File: src/rtl/ipv6_ptf_pkg.sv
// ----------------------------------------------------------------------------
// ipv6_ptf_pkg
// Shared types and constants for the IPv6 prefix text formatter and its checker.
// ----------------------------------------------------------------------------
package ipv6_ptf_pkg;

    localparam int unsigned ADDR_HALF_W = 64;
    localparam int unsigned LEN_W       = 8;
    localparam int unsigned CHAR_W      = 7;

    localparam logic [LEN_W-1:0] MAX_PREFIX_BITS = 8'd128;

    localparam logic [CHAR_W-1:0] CHAR_NUL   = 7'h00;
    localparam logic [CHAR_W-1:0] CHAR_COLON = 7'h3a;
    localparam logic [CHAR_W-1:0] CHAR_SLASH = 7'h2f;
    localparam logic [CHAR_W-1:0] CHAR_ZERO  = 7'h30;
    localparam logic [CHAR_W-1:0] HEX_ALPHA_OFFSET = 7'h57;

    localparam logic STATUS_OK        = 1'b0;
    localparam logic STATUS_BAD_PREFIX = 1'b1;

    typedef struct packed {
        logic [ADDR_HALF_W-1:0] address_high;
        logic [ADDR_HALF_W-1:0] address_low;
        logic [LEN_W-1:0]       prefix_length;
    } in_t;

    typedef struct packed {
        logic [CHAR_W-1:0] character;
        logic              last;
        logic              status;
    } out_t;

    // lowercase hex digit to ascii
    function automatic logic [CHAR_W-1:0] hex_char(input logic [3:0] d);
        logic [CHAR_W-1:0] r;
        if (d < 4'd10) begin
            r = CHAR_ZERO + {3'b000, d};
        end else begin
            r = HEX_ALPHA_OFFSET + {3'b000, d};
        end
        return r;
    endfunction

    function automatic logic [CHAR_W-1:0] dec_char(input logic [3:0] d);
        return CHAR_ZERO + {3'b000, d};
    endfunction

endpackage

File: src/rtl/ipv6_prefix_text_formatter.sv
// ----------------------------------------------------------------------------
// ipv6_prefix_text_formatter
// Formats an IPv6 address and prefix length as compressed text, one ASCII
// character per output transaction.
// ----------------------------------------------------------------------------
//  channel | direction | ports                      | payload
//  --------+-----------+----------------------------+-------------------------
//  s_      | in        | s_valid, s_ready, s_data   | address halves, prefix
//  m_      | out       | m_valid, m_ready, m_data   | character, last, status
//
//  An item passes an accept step and a zero-run scan (one group per cycle
//  through a rotating shift register), then emits its characters, with a silent
//  separator step for the first group and a group right after "::", and groups
//  past two in a compressed run are skipped silently; a bad length gives an error.
//  aresetn is synchronous, active low, and clears the sequencer and output valid.
//  A waiting result stalls character cycles only; s_ready is high between items.
// ----------------------------------------------------------------------------
module ipv6_prefix_text_formatter (
    input  logic                aclk,
    input  logic                aresetn,
    input  logic                s_valid,
    output logic                s_ready,
    input  ipv6_ptf_pkg::in_t   s_data,
    output logic                m_valid,
    input  logic                m_ready,
    output ipv6_ptf_pkg::out_t  m_data
);

    localparam logic [3:0] ST_IDLE = 4'd0;
    localparam logic [3:0] ST_SCAN = 4'd1;
    localparam logic [3:0] ST_SEP  = 4'd2;
    localparam logic [3:0] ST_DIG  = 4'd3;
    localparam logic [3:0] ST_COL2 = 4'd4;
    localparam logic [3:0] ST_SKIP = 4'd5;
    localparam logic [3:0] ST_HUND = 4'd6;
    localparam logic [3:0] ST_TENS = 4'd7;
    localparam logic [3:0] ST_ONES = 4'd8;
    localparam logic [3:0] ST_ERR  = 4'd9;

    logic [3:0]   state_reg, state_next;
    logic [127:0] addr_reg, addr_next;
    logic [3:0]   grp_idx_reg, grp_idx_next;
    logic         run_on_reg, run_on_next;
    logic [2:0]   run_start_reg, run_start_next;
    logic [3:0]   run_len_reg, run_len_next;
    logic [2:0]   best_start_reg, best_start_next;
    logic [3:0]   best_len_reg, best_len_next;
    logic [3:0]   skip_reg, skip_next;
    logic         no_sep_reg, no_sep_next;
    logic [15:0]  digits_reg, digits_next;
    logic [1:0]   dcnt_reg, dcnt_next;
    logic         ge100_reg, ge100_next;
    logic         ge10_reg, ge10_next;
    logic [3:0]   tens_reg, tens_next;
    logic [3:0]   ones_reg, ones_next;
    logic         m_valid_reg, m_valid_next;
    ipv6_ptf_pkg::out_t m_data_reg, m_data_next;

    logic         step;
    logic         emit;
    ipv6_ptf_pkg::out_t emit_data;
    logic [15:0]  cur_grp;
    logic [1:0]   lz;
    logic [127:0] addr_shift;
    logic         compress;
    logic [3:0]   new_run_len;
    logic [2:0]   new_run_start;
    logic [7:0]   len_in;
    logic         in_ge100;
    logic [6:0]   rem_in;
    logic [14:0]  tens_prod;
    logic [3:0]   tens_in;
    logic [6:0]   tens_x10;

    assign s_ready = (state_reg == ST_IDLE);
    assign m_valid = m_valid_reg;
    assign m_data  = m_data_reg;

    assign step       = !m_valid_reg || m_ready;
    assign cur_grp    = addr_reg[127:112];
    assign addr_shift = {addr_reg[111:0], addr_reg[127:112]};
    assign compress   = (best_len_reg >= 4'd2);

    // leading zero nibbles of the current group, a zero group keeps one digit
    always_comb begin
        if (cur_grp[15:12] != 4'd0) begin
            lz = 2'd0;
        end else if (cur_grp[11:8] != 4'd0) begin
            lz = 2'd1;
        end else if (cur_grp[7:4] != 4'd0) begin
            lz = 2'd2;
        end else begin
            lz = 2'd3;
        end
    end

    assign new_run_len   = run_on_reg ? (run_len_reg + 4'd1) : 4'd1;
    assign new_run_start = run_on_reg ? run_start_reg : grp_idx_reg[2:0];

    // decimal split of the prefix length, divide by ten via reciprocal 205/2048
    assign len_in    = s_data.prefix_length;
    assign in_ge100  = (len_in >= 8'd100);
    assign rem_in    = in_ge100 ? 7'(len_in - 8'd100) : len_in[6:0];
    assign tens_prod = 15'(rem_in) * 15'd205;
    assign tens_in   = tens_prod[14:11];
    assign tens_x10  = 7'(tens_in) * 7'd10;

    always_comb begin
        state_next      = state_reg;
        addr_next       = addr_reg;
        grp_idx_next    = grp_idx_reg;
        run_on_next     = run_on_reg;
        run_start_next  = run_start_reg;
        run_len_next    = run_len_reg;
        best_start_next = best_start_reg;
        best_len_next   = best_len_reg;
        skip_next       = skip_reg;
        no_sep_next     = no_sep_reg;
        digits_next     = digits_reg;
        dcnt_next       = dcnt_reg;
        ge100_next      = ge100_reg;
        ge10_next       = ge10_reg;
        tens_next       = tens_reg;
        ones_next       = ones_reg;
        emit            = 1'b0;
        emit_data.character = ipv6_ptf_pkg::CHAR_NUL;
        emit_data.last      = 1'b0;
        emit_data.status    = ipv6_ptf_pkg::STATUS_OK;

        case (state_reg)
            ST_IDLE: begin
                if (s_valid) begin
                    addr_next      = {s_data.address_high, s_data.address_low};
                    grp_idx_next   = 4'd0;
                    run_on_next    = 1'b0;
                    run_len_next   = 4'd0;
                    run_start_next = 3'd0;
                    best_len_next  = 4'd0;
                    best_start_next = 3'd0;
                    no_sep_next    = 1'b1;
                    ge100_next     = in_ge100;
                    ge10_next      = (len_in >= 8'd10);
                    tens_next      = tens_in;
                    ones_next      = 4'(rem_in - tens_x10);
                    if (len_in > ipv6_ptf_pkg::MAX_PREFIX_BITS) begin
                        state_next = ST_ERR;
                    end else begin
                        state_next = ST_SCAN;
                    end
                end
            end
            ST_SCAN: begin
                if (cur_grp == 16'd0) begin
                    run_on_next    = 1'b1;
                    run_len_next   = new_run_len;
                    run_start_next = new_run_start;
                    if (new_run_len > best_len_reg) begin
                        best_len_next   = new_run_len;
                        best_start_next = new_run_start;
                    end
                end else begin
                    run_on_next  = 1'b0;
                    run_len_next = 4'd0;
                end
                addr_next = addr_shift;
                if (grp_idx_reg == 4'd7) begin
                    grp_idx_next = 4'd0;
                    state_next   = ST_SEP;
                end else begin
                    grp_idx_next = grp_idx_reg + 4'd1;
                end
            end
            ST_SEP: begin
                if (step) begin
                    if (grp_idx_reg == 4'd8) begin
                        emit = 1'b1;
                        emit_data.character = ipv6_ptf_pkg::CHAR_SLASH;
                        if (ge100_reg) begin
                            state_next = ST_HUND;
                        end else if (ge10_reg) begin
                            state_next = ST_TENS;
                        end else begin
                            state_next = ST_ONES;
                        end
                    end else if (compress && (grp_idx_reg[2:0] == best_start_reg)) begin
                        emit = 1'b1;
                        emit_data.character = ipv6_ptf_pkg::CHAR_COLON;
                        addr_next    = addr_shift;
                        grp_idx_next = grp_idx_reg + 4'd1;
                        skip_next    = best_len_reg - 4'd2;
                        state_next   = ST_COL2;
                    end else begin
                        if (!no_sep_reg) begin
                            emit = 1'b1;
                            emit_data.character = ipv6_ptf_pkg::CHAR_COLON;
                        end
                        digits_next  = cur_grp << {lz, 2'b00};
                        dcnt_next    = 2'd3 - lz;
                        addr_next    = addr_shift;
                        grp_idx_next = grp_idx_reg + 4'd1;
                        state_next   = ST_DIG;
                    end
                end
            end
            ST_DIG: begin
                if (step) begin
                    emit = 1'b1;
                    emit_data.character = ipv6_ptf_pkg::hex_char(digits_reg[15:12]);
                    digits_next = {digits_reg[11:0], 4'd0};
                    if (dcnt_reg == 2'd0) begin
                        no_sep_next = 1'b0;
                        state_next  = ST_SEP;
                    end else begin
                        dcnt_next = dcnt_reg - 2'd1;
                    end
                end
            end
            ST_COL2: begin
                if (step) begin
                    emit = 1'b1;
                    emit_data.character = ipv6_ptf_pkg::CHAR_COLON;
                    no_sep_next  = 1'b1;
                    addr_next    = addr_shift;
                    grp_idx_next = grp_idx_reg + 4'd1;
                    if (skip_reg == 4'd0) begin
                        state_next = ST_SEP;
                    end else begin
                        state_next = ST_SKIP;
                    end
                end
            end
            ST_SKIP: begin
                // groups inside the compressed run produce no text
                addr_next    = addr_shift;
                grp_idx_next = grp_idx_reg + 4'd1;
                skip_next    = skip_reg - 4'd1;
                if (skip_reg == 4'd1) begin
                    state_next = ST_SEP;
                end
            end
            ST_HUND: begin
                if (step) begin
                    emit = 1'b1;
                    emit_data.character = ipv6_ptf_pkg::dec_char(4'd1);
                    state_next = ST_TENS;
                end
            end
            ST_TENS: begin
                if (step) begin
                    emit = 1'b1;
                    emit_data.character = ipv6_ptf_pkg::dec_char(tens_reg);
                    state_next = ST_ONES;
                end
            end
            ST_ONES: begin
                if (step) begin
                    emit = 1'b1;
                    emit_data.character = ipv6_ptf_pkg::dec_char(ones_reg);
                    emit_data.last = 1'b1;
                    state_next = ST_IDLE;
                end
            end
            ST_ERR: begin
                if (step) begin
                    emit = 1'b1;
                    emit_data.character = ipv6_ptf_pkg::CHAR_NUL;
                    emit_data.last      = 1'b1;
                    emit_data.status    = ipv6_ptf_pkg::STATUS_BAD_PREFIX;
                    state_next = ST_IDLE;
                end
            end
            default: begin
                state_next = ST_IDLE;
            end
        endcase
    end

    always_comb begin
        m_valid_next = m_valid_reg;
        m_data_next  = m_data_reg;
        if (emit) begin
            m_valid_next = 1'b1;
            m_data_next  = emit_data;
        end else if (m_ready) begin
            m_valid_next = 1'b0;
        end
    end

    always_ff @(posedge aclk) begin
        if (!aresetn) begin
            state_reg   <= ST_IDLE;
            m_valid_reg <= 1'b0;
        end else begin
            state_reg   <= state_next;
            m_valid_reg <= m_valid_next;
        end
    end

    always_ff @(posedge aclk) begin
        addr_reg       <= addr_next;
        grp_idx_reg    <= grp_idx_next;
        run_on_reg     <= run_on_next;
        run_start_reg  <= run_start_next;
        run_len_reg    <= run_len_next;
        best_start_reg <= best_start_next;
        best_len_reg   <= best_len_next;
        skip_reg       <= skip_next;
        no_sep_reg     <= no_sep_next;
        digits_reg     <= digits_next;
        dcnt_reg       <= dcnt_next;
        ge100_reg      <= ge100_next;
        ge10_reg       <= ge10_next;
        tens_reg       <= tens_next;
        ones_reg       <= ones_next;
        m_data_reg     <= m_data_next;
    end

endmodule

File: config.mk
export PLATFORM = sky130hd
export DESIGN_NAME = ipv6_prefix_text_formatter
export DESIGN_NICKNAME = d
export VERILOG_FILES = /design/src/rtl/ipv6_ptf_pkg.sv /design/src/rtl/ipv6_prefix_text_formatter.sv
export SDC_FILE = /design/constraint.sdc
export NUM_CORES = 1
export LEC_CHECK = 0
export BUFFER_PORTS_ARGS = -buffer_cell sky130_fd_sc_hd__buf_2
export CORE_MARGIN = 2
export CORE_UTILIZATION = 54
export CTS_CLUSTER_SIZE = 20
export DETAILED_ROUTE_END_ITERATION = 10
export PLACE_DENSITY = 0.84
export SYNTH_ARGS = -nofsm -noshare
export SYNTH_HDL_FRONTEND = slang
export SYNTH_SLANG_ARGS = --single-unit
export TNS_END_PERCENT = 5
File: constraint.sdc
create_clock -name aclk -period 15.7 [get_ports aclk]
set_clock_uncertainty 0.05 [all_clocks]
set_input_delay 0.785 -clock aclk [delete_from_list [all_inputs] [get_ports aclk]]
set_output_delay 0.785 -clock aclk [all_outputs]
set_load 0.02 [all_outputs]
==> run metrics <==
routed vias approximately 6400; clock sink count 194; Synth Area per Inst about 13 µm²; Design Power roughly 2400 µW; Synth area leaders edfxtp_1 57%, mux2_2 14%, ha_1 5.9%, nor2_1 1.9%, a21oi_1 1.8%; Max Fanout on Critical Path 6; HPWL after DPL 14.7 mm; VDD IR max around 0.14 mV; pwr dens between 200 and 250 nW/µm²; Final min period 6.18 ns; chip width between 100 and 150 µm; Reg power frac between 40% and 50%; post-synthesis cell count 749; Synthesis Warnings 0; gr usage total between 20% and 30%; synthesis-to-finish area growth 16.2%; outcome completed; Final nets roughly 1100; sw frac 34.0%; Psw between 800 and 900 µW; CTS Root Cell clkbuf_16; EDFF count, synth ~190; R2R depth 5; RSZ-0062 raised after global routing no; # IOs 151; Yosys cell types 61; FP Rows approximately 50; setup violators final 0; Setup TNS 0 ns; P_int about 1600 µW; reg2reg start state_reg[2]; crit path DAT about 6.3 ns; number of hold buffers added after cts 0; cell repeated most along the worst path ha_1; Synth top cells by count 189 x edfxtp_1, 129 x mux2_2, 52 x nor2_1; ys async rst share 0%; # Post-CTS Setup Buffers 0; post-synth top area cell edfxtp_1; sequential element share of the synthesized area 57.6%; Max-Cap Viols 0; Post-Layout Cell Count around 1100; Critical R2R Capture addr_reg[123]; full die area a little under 20000 µm²; gpl congestion around 0.88; GRT overflow 0; hold depth 2; max reg flops approximately 130; total length of routed wires between 20 and 25 mm; Antenna Violating Nets Remaining 0; worst slew pin tran 1.25 ns; clock network power share 18.9%; HP Class flip-flop to flip-flop; number of buffers created by CTS 17; Worst Path Required around 16 ns; final worst setup slack between 9 and 10 ns; TritonRoute pass-1 iters 5; vias per cell approximately 5.6; R2R setup slack 11.95 ns; DRT iter0 DRCs about 510; syn_nets 945; fin crit share 39.3%; worst hold margin 0.485 ns; slowest cell delay on critical path 0.49 ns; Hold Vio Cnt, Final 0; share of cells above drive strength 1 a little under two fifths; ys flop type edfxtp_1; number of I/O port buffers 150; Yosys reg bits between 150 and 200; Comb pwr share a little over a third; initial core utilization 55.5%; initial antenna violation count 9; first-pass GRT wire length roughly 32 mm; worst hold start digits_reg[7]; worst rel slew slack 15.7%; wire per inst roughly 18 µm; vias in the first global route about 6500; Core ar. between 15000 and 20000 µm²; CTS tree done; CP Cell Sequence buf_2, inv_1, ha_1, nand2b_4, a31oi_1, nand2_1, a21oi_1, ha_1, ha_1, fa_1, inv_1, fa_1, inv_1, ha_1, and3_1, nor4_1, a31oi_2, o21ai_0, nand2b_1, xnor2_1, fa_1, xor2_1, xnor3_1; die height about 140 µm; endpoint type of the worst setup path flip-flop; Max clock buf depth 2; worst-skew pair later-pin latency about 0.44 ns; DRC 0; static leakage about 0.0046 µW; worst-case hold path end point digits_reg[11]; H-tree levels 4; Critical-path top delay cell fa_1; pre-CTS WS just over 9 ns; Mapped Area approximately 10000 µm²; Synth top area share 56.6%; CP Class primary input to flip-flop; Max Clock Freq roughly 160 MHz; count leader, synth edfxtp_1; clock-pin slew on the worst setup and hold paths about 0.08 ns; Post-CTS Resized 0; max-slew violation count 0; dpl cells approximately 1100; largest net degree at the start of global routing 95; CP Launch Type primary input
## area by class of cell
cell class	instances	area, µm²
diodes	3	7.51
well taps	229	287
inverters	45	169
repair buffers	156	796
clock inverters	15	210
fillers	1321	6430
multi-input cells	480	3990
flip-flops and latches	194	5780
clock buffers	17	425
## power groups by stage
stage                     combinational [µW]  clock, µW  sequential [µW]
after floorplan                          682          0             1120
after global placement                   835          0             1090
after detailed placement                 860          0             1100
after CTS                                866        461             1090
after global routing                     950        479             1120
final                                    858        454             1090
## per-layer routing
layer | up-vias | global-route usage (%) | routed length (µm)
li1 | 3088 | - | -
met1 | 3000 | 26.4 | 8350
met2 | 225 | 33.7 | 9770
met3 | 37 | 8.65 | 1820
met4 | 6 | 7.44 | 344
met5 | - | 0 | 46
## worst max path at each step
stage,start,end
final,s_data[2],ones_reg[3]
after global routing,s_data[2],ones_reg[3]
after CTS,s_data[2],ones_reg[3]
after detailed placement,s_data[2],ones_reg[3]
after global placement,s_data[2],ones_reg[3]
after floorplan,state_reg[0],addr_reg[0]
## worst max-delay path: cells and delay by family
kind                     cells  cell delay, ns
AO/OA/AOI/OAI                4            1.23
XOR/XNOR                     3            0.58
AND/OR/NAND/NOR              5            0.86
adder cells (fa/ha/maj)      7            2.48
buffers and inverters        4            0.35
## placed cells by master (no fill, tap or decap), types with 3 or more instances in the layout
| cell type | instances |
|---|---|
| buf_2 | 150 |
| nand2b_1 | 8 |
| dfxtp_1 | 5 |
| o22ai_1 | 3 |
| mux2_2 | 129 |
| nor3_1 | 14 |
| fa_1 | 9 |
| xor2_1 | 9 |
| clkbuf_16 | 17 |
| a31oi_1 | 5 |
| inv_8 | 5 |
| or3_1 | 3 |
| and3_1 | 5 |
| edfxtp_1 | 189 |
| mux2i_1 | 8 |
| diode_2 | 3 |
| buf_4 | 6 |
| a21oi_1 | 37 |
| xnor2_1 | 11 |
| clkinv_8 | 6 |
| nand2_1 | 37 |
| nand3_1 | 6 |
| nor4_1 | 4 |
| inv_1 | 45 |
| nor2_1 | 52 |
| o21bai_1 | 4 |
| and2_1 | 4 |
| a221oi_1 | 7 |
| o21ai_0 | 30 |
| nor2b_1 | 5 |
| ha_1 | 47 |
## cell families (layout without fill, tap and decap cells)
logic type / Yosys count / count (layout) / synth area share, %
buffers and inverters: 75 / 233 / 3.03
multiplexers: 137 / 137 / 15.3
XOR/XNOR: 22 / 22 / 2.13
AO/OA/AOI/OAI: 107 / 107 / 6.60
AND/OR/NAND/NOR: 158 / 158 / 7.71
flip-flops: 194 / 194 / 57.6
other: 0 / 3 / 0
adder cells (fa/ha/maj): 56 / 56 / 7.66
## through the flow
stage	utilization, %	area (µm²)
after detailed placement	60.9	11000
after global placement	60.9	11000
final	64.4	11700
after CTS	64.4	11600
after floorplan	-	10000
after global routing	64.4	11700
Note: power is estimated with default switching activity, not from simulation.
